### src/design/salsa20_stream_cipher_top_macros.svh
// assertion macros for the salsa20 stream cipher
`ifndef SALSA20_STREAM_CIPHER_TOP_MACROS_SVH
`define SALSA20_STREAM_CIPHER_TOP_MACROS_SVH
`ifndef SYNTHESIS
`define S20_ASSERT_IMP(label, clk, rst_n, ante, cons) \
    label: assert property (@(posedge clk) disable iff (!rst_n) (ante) |-> (cons)) \
        else $error("assertion failed");
`define S20_ASSERT_NEXT(label, clk, rst_n, ante, cons) \
    label: assert property (@(posedge clk) disable iff (!rst_n) (ante) |=> (cons)) \
        else $error("assertion failed");
`else
`define S20_ASSERT_IMP(label, clk, rst_n, ante, cons)
`define S20_ASSERT_NEXT(label, clk, rst_n, ante, cons)
`endif
`endif

### src/design/s20sc_pkg.sv
`timescale 1ns / 1ps
package s20sc_pkg;
    localparam int CORE_ROUNDS_DEF = 20;
    localparam int QUEUE_DEPTH = 2;

    localparam logic [2:0] REG_KEY0  = 3'd0;
    localparam logic [2:0] REG_KEY1  = 3'd1;
    localparam logic [2:0] REG_KEY2  = 3'd2;
    localparam logic [2:0] REG_KEY3  = 3'd3;
    localparam logic [2:0] REG_LONG  = 3'd4;
    localparam logic [2:0] REG_NONCE = 3'd5;
    localparam logic [2:0] REG_START = 3'd6;

    localparam logic [31:0] SIGMA0 = 32'h61707865;
    localparam logic [31:0] SIGMA1 = 32'h3320646e;
    localparam logic [31:0] SIGMA2 = 32'h79622d32;
    localparam logic [31:0] TAU1   = 32'h3120646e;
    localparam logic [31:0] TAU2   = 32'h79622d36;
    localparam logic [31:0] SIGMA3 = 32'h6b206574;

    // classified request handed from front to back
    typedef struct packed {
        logic [63:0] data;
        logic [3:0]  count;
        logic        last;
        logic        new_block;
        logic        restart;
        logic [2:0]  slot;
    } req_t;

    typedef enum logic [1:0] {
        BK_IDLE,
        BK_ROUND,
        BK_FINAL,
        BK_OUT
    } bk_state_t;

    function automatic logic [31:0] rotl(input logic [31:0] v, input int s);
        rotl = (v << s) | (v >> (32 - s));
    endfunction

    function automatic logic [127:0] qr(input logic [127:0] q);
        logic [31:0] a, b, c, d;
        a = q[31:0];
        b = q[63:32];
        c = q[95:64];
        d = q[127:96];
        b = b ^ rotl(a + d, 7);
        c = c ^ rotl(b + a, 9);
        d = d ^ rotl(c + b, 13);
        a = a ^ rotl(d + c, 18);
        qr = {d, c, b, a};
    endfunction
endpackage

### src/design/s20sc_front.sv
`timescale 1ns / 1ps
`include "salsa20_stream_cipher_top_macros.svh"
module s20sc_front (
    input  logic             clk,
    input  logic             rst_n,
    input  logic             in_valid,
    output logic             in_ready,
    input  logic [63:0]      data_chunk,
    input  logic [3:0]       byte_count,
    input  logic             last_in_message,
    output logic             q_valid,
    input  logic             q_ready,
    output s20sc_pkg::req_t  q_req
);
    localparam int DEPTH = s20sc_pkg::QUEUE_DEPTH;
    localparam int AW = $clog2(DEPTH);

    s20sc_pkg::req_t   mem_reg [DEPTH];
    logic [AW-1:0]     wr_ptr_reg, rd_ptr_reg;
    logic [AW:0]       fill_reg;
    logic [2:0]        pos_reg;
    logic              in_msg_reg;
    logic              push, pop;
    s20sc_pkg::req_t   req;

    assign in_ready = (fill_reg != (AW+1)'(DEPTH));
    assign push = in_valid && in_ready;
    assign q_valid = (fill_reg != '0);
    assign pop = q_valid && q_ready;
    assign q_req = mem_reg[rd_ptr_reg];

    always_comb
    begin
        req.data = data_chunk;
        req.count = byte_count;
        req.last = last_in_message;
        req.restart = !in_msg_reg;
        req.slot = in_msg_reg ? pos_reg : 3'd0;
        req.new_block = (req.slot == 3'd0);
    end

    always_ff @(posedge clk)
    begin
        if (push)
        begin
            mem_reg[wr_ptr_reg] <= req;
        end
    end

    always_ff @(posedge clk or negedge rst_n)
    begin
        if (!rst_n)
        begin
            wr_ptr_reg <= '0;
            rd_ptr_reg <= '0;
            fill_reg <= '0;
            pos_reg <= '0;
            in_msg_reg <= 1'b0;
        end
        else
        begin
            if (push)
            begin
                wr_ptr_reg <= (wr_ptr_reg == AW'(DEPTH-1)) ? '0 : wr_ptr_reg + 1'b1;
                pos_reg <= req.slot + 3'd1;
                in_msg_reg <= !last_in_message;
            end
            if (pop)
            begin
                rd_ptr_reg <= (rd_ptr_reg == AW'(DEPTH-1)) ? '0 : rd_ptr_reg + 1'b1;
            end
            fill_reg <= fill_reg + (AW+1)'(push) - (AW+1)'(pop);
        end
    end

    `S20_ASSERT_IMP(a_fill_range, clk, rst_n, 1'b1, fill_reg <= (AW+1)'(DEPTH))
    `S20_ASSERT_NEXT(a_pos_follow, clk, rst_n, push, pos_reg == $past(req.slot) + 3'd1)
    `S20_ASSERT_IMP(a_restart_slot, clk, rst_n, push && !in_msg_reg, req.new_block)
endmodule

### config.mk
export PLATFORM = sky130hd
export DESIGN_NAME = s20sc_front
export DESIGN_NICKNAME = d
export VERILOG_FILES = /design/src/design/s20sc_pkg.sv /design/src/design/s20sc_front.sv
export VERILOG_INCLUDE_DIRS = /design/src /design/src/design
export SDC_FILE = /design/constraint.sdc
export NUM_CORES = 1
export LEC_CHECK = 0
export ABC_AREA = 1
export BUFFER_PORTS_ARGS = -buffer_cell sky130_fd_sc_hd__buf_2
export CAP_MARGIN = 20
export CORE_MARGIN = 2
export CORE_UTILIZATION = 56
export CTS_CLUSTER_SIZE = 14
export DETAILED_ROUTE_END_ITERATION = 8
export PLACE_DENSITY = 0.84
export SLEW_MARGIN = 20
export SYNTH_ARGS = -nofsm -noshare
export SYNTH_HDL_FRONTEND = slang
export SYNTH_SLANG_ARGS = --single-unit
### constraint.sdc
create_clock -name clk -period 8.5 [get_ports clk]
set_input_delay 1.7 -clock clk [delete_from_list [all_inputs] [get_ports clk]]
set_output_delay 1.7 -clock clk [all_outputs]
set_load 0.02 [all_outputs]
==> flow_metrics.env <==
export IMPL_hold_depth=2
export IMPL_largest_reg_flops=148
export IMPL_yosysSeqAreaShare_pct=79.50
export IMPL_wl_um=10690
export IMPL_gp_congestion=0.7449
export IMPL_crit_path_max_fanout=48
export IMPL_dp_cells=720
export IMPL_p_int_uw=1790
export IMPL_clockBufferDepth=2
export IMPL_cts_tree="built"
export IMPL_grt_pass1_wl_um=16190
export IMPL_outcome="finished clean"
export IMPL_finalCritPeriodShare_pct=46.60
export IMPL_synth_cells=448
export IMPL_worstPathRequired_ps=6800
export IMPL_cts_sinks=156
export IMPL_grt_max_degree=75
export IMPL_ys_ff_latch=156
export IMPL_cts_resized=0
export IMPL_powerDensity_nw_per_um2=385.1
export IMPL_synth_area_leaders="edfxtp_1 (76%), nand2_1 (16%), dfrtp_1 (3.4%), buf_4 (1.7%), inv_1 (0.84%)"
export IMPL_yosys_area_top_type="edfxtp_1"
export IMPL_cts_hold_buf=0
export IMPL_drt_iter0_markers=278
export IMPL_clk_pin_slew_worst_paths_ps=60
export IMPL_syn_cell_area_um2=5842
export IMPL_r2r_start="fill_reg[0]"
export IMPL_design_area_um2=7295
export IMPL_drt_pass1_iter_count=4
export IMPL_endpoint_kind="primary output"
export IMPL_p_leak_uw=0.003233
export IMPL_seqPwrFrac_pct=39.5
export IMPL_pwr_share_clk_pct=27.2
export IMPL_diodes=0
export IMPL_die_area_um2=11260
export IMPL_overflow=0
export IMPL_dpl_cell_area_um2=6685
export IMPL_grt_usage_pct=19.31
export IMPL_hold_path_class="flip-flop to flip-flop"
export IMPL_fin_cells=752
export IMPL_cts_setup_buffers=0
export IMPL_core_um2=10230
export IMPL_synthToLayoutAreaGrowth_pct=24.87
export IMPL_via_count=3649
export IMPL_cts_buffers=17
export IMPL_fin_tns_setup_ps=0
export IMPL_placement_io_buffers=148
export IMPL_power_frac_comb_pct=33.3
export IMPL_max_cap_violations=0
export IMPL_drc=0
export IMPL_fp_dieH_um=106.1
export IMPL_antenna_found_initial=0
export IMPL_nets=679
export IMPL_setup_viol_count_final=0
export IMPL_irDropWorstVdd_mv=0.1818
export IMPL_vias_per_cell=4.852
export IMPL_synth_cell_types=16
export IMPL_rsz0062_at_grt="no"
export IMPL_p_sw_share_pct=36.29
export IMPL_yosys_warnings=0
export IMPL_reg2reg_depth=5
export IMPL_p_switching_uw=1020
export IMPL_cts_root_buf="clkbuf_8"
export IMPL_rows=37
export IMPL_synth_top_area_share_pct=76.08
export IMPL_maxSlewHeadroom_pct=30.74
export IMPL_startpoint="rd_ptr_reg"
export IMPL_clk_latency_ps=520
export IMPL_min_from="pos_reg[1]"
export IMPL_maxSlewViolCount=0
export IMPL_drive_gt1_share_pct=30.36
export IMPL_hold_viol_final=0
export IMPL_critPathKind="flip-flop to primary output"
export IMPL_synth_area_per_cell_um2=13.04
export IMPL_cp_arrival_ps=2260
export IMPL_io_pins=149
export IMPL_initial_core_util_pct=57.10
export IMPL_htree_levels=4
export IMPL_syn_num_nets=524
export IMPL_routedWlPerCell_um=14.21
export IMPL_power_total_uw=2809
export IMPL_fp_dieW_um=106.1
export IMPL_max_freq_mhz=252.5
export IMPL_start_kind="flip-flop"
export IMPL_drtAntennaViolNets=0
export IMPL_tightest_slew_ps=1036
export IMPL_fin_crit_ps=3961
export IMPL_grt_pass1_vias=3392
export IMPL_fin_skew_ps=11.66
export IMPL_post_route_util_pct=71.30
export IMPL_hpwlAfterDp_um=6715
[synth_stat cells (all sizes together)]
master	count
a21boi	1
buf	15
nand3	1
o21ai	3
ha	3
dfrtp	8
nor2	7
clkbuf	1
nand2	246
edfxtp	148
inv	14
xor2	1
[kinds of logic after synthesis]
family                     synth area share, %
DFF                                      79.50
and+or+nand+nor                          16.51
buffers and inverters                    2.806
adders and majority gates               0.6426
AOI/OAI and AO/OA                       0.3855
xor gates and xnor gates                0.1500
[final cells by class]
class                      instances  area (um2)
sequential                       156        4646
clock inverter                    15       195.2
timing repair buffer             152       770.7
inverter                          14       52.55
multi-input combinational        262        1046
tap                              136       170.2
clock buffer                      17       414.1
fill                             654        2937
[cell usage in the layout, fill, tap and decap left out]
cell type  netlist  routed
a21boi_1         1       1
buf_2            2     148
buf_4           13       4
bufinv_16        0       4
clkbuf_16        0      16
clkbuf_8         0       1
clkinv_1         0       2
clkinv_2         0       3
clkinv_4         0       3
dfrtp_1          8       7
dfrtp_2          0       1
edfxtp_1       148     148
ha_1             3       3
inv_1           13      13
inv_2            1       1
inv_6            0       3
nand2_1        245     245
nand2_4          1       1
nand3_1          1       1
nor2_1           6       5
nor2_4           0       2
o21ai_0          3       3
xor2_1           1       1
[final timing paths]
path / endpoint / slack (ps)
min: pos_reg[1] / 510
max reg2reg: mem_reg[0][2] / 6010
max: q_req[3] / 4540
max in group asynchronous: rd_ptr_reg / 7290
min reg2reg: pos_reg[1] / 510
min in group asynchronous: fill_reg[1] / 1020
[layer usage]
metal | track usage (%) | up-vias | part of all wire [%]
met3 | 6.376 | 9 | 6.4
met4 | 6.579 | 0 | 0.84
met2 | 32.05 | 127 | 51
li1 | - | 1800 | -
met1 | 24.04 | 1713 | 42
met5 | 0 | - | 0
[stage by stage]
step           hold slack (ps)  setup slack, ps
2_1_floorplan            448.7             3111
3_3_place_gp             469.3             4811
3_5_place_dp             478.0             4766
4_1_cts                  508.7             4498
5_1_grt                  515.1             4359
6_report                 506.7             4539
[power groups by stage]
| stage | clock network, uW | logic [uW] | registers [uW] |
|---|---|---|---|
| after CTS | 773 | 949 | 1110 |
| after global routing | 806 | 1030 | 1120 |
| final | 763 | 937 | 1110 |
| after detailed placement | 0 | 942 | 1120 |
| after global placement | 0 | 923 | 1110 |
| after floorplan | 0 | 653 | 1120 |
[worst max-delay path: stages (launching register included)]
cell and delay (ps):
dfrtp_2 410, inv_2 370, buf_4 520, nand2_1 120, nand2_1 120, buf_2 170
Note: power is estimated with default switching activity, not from simulation.
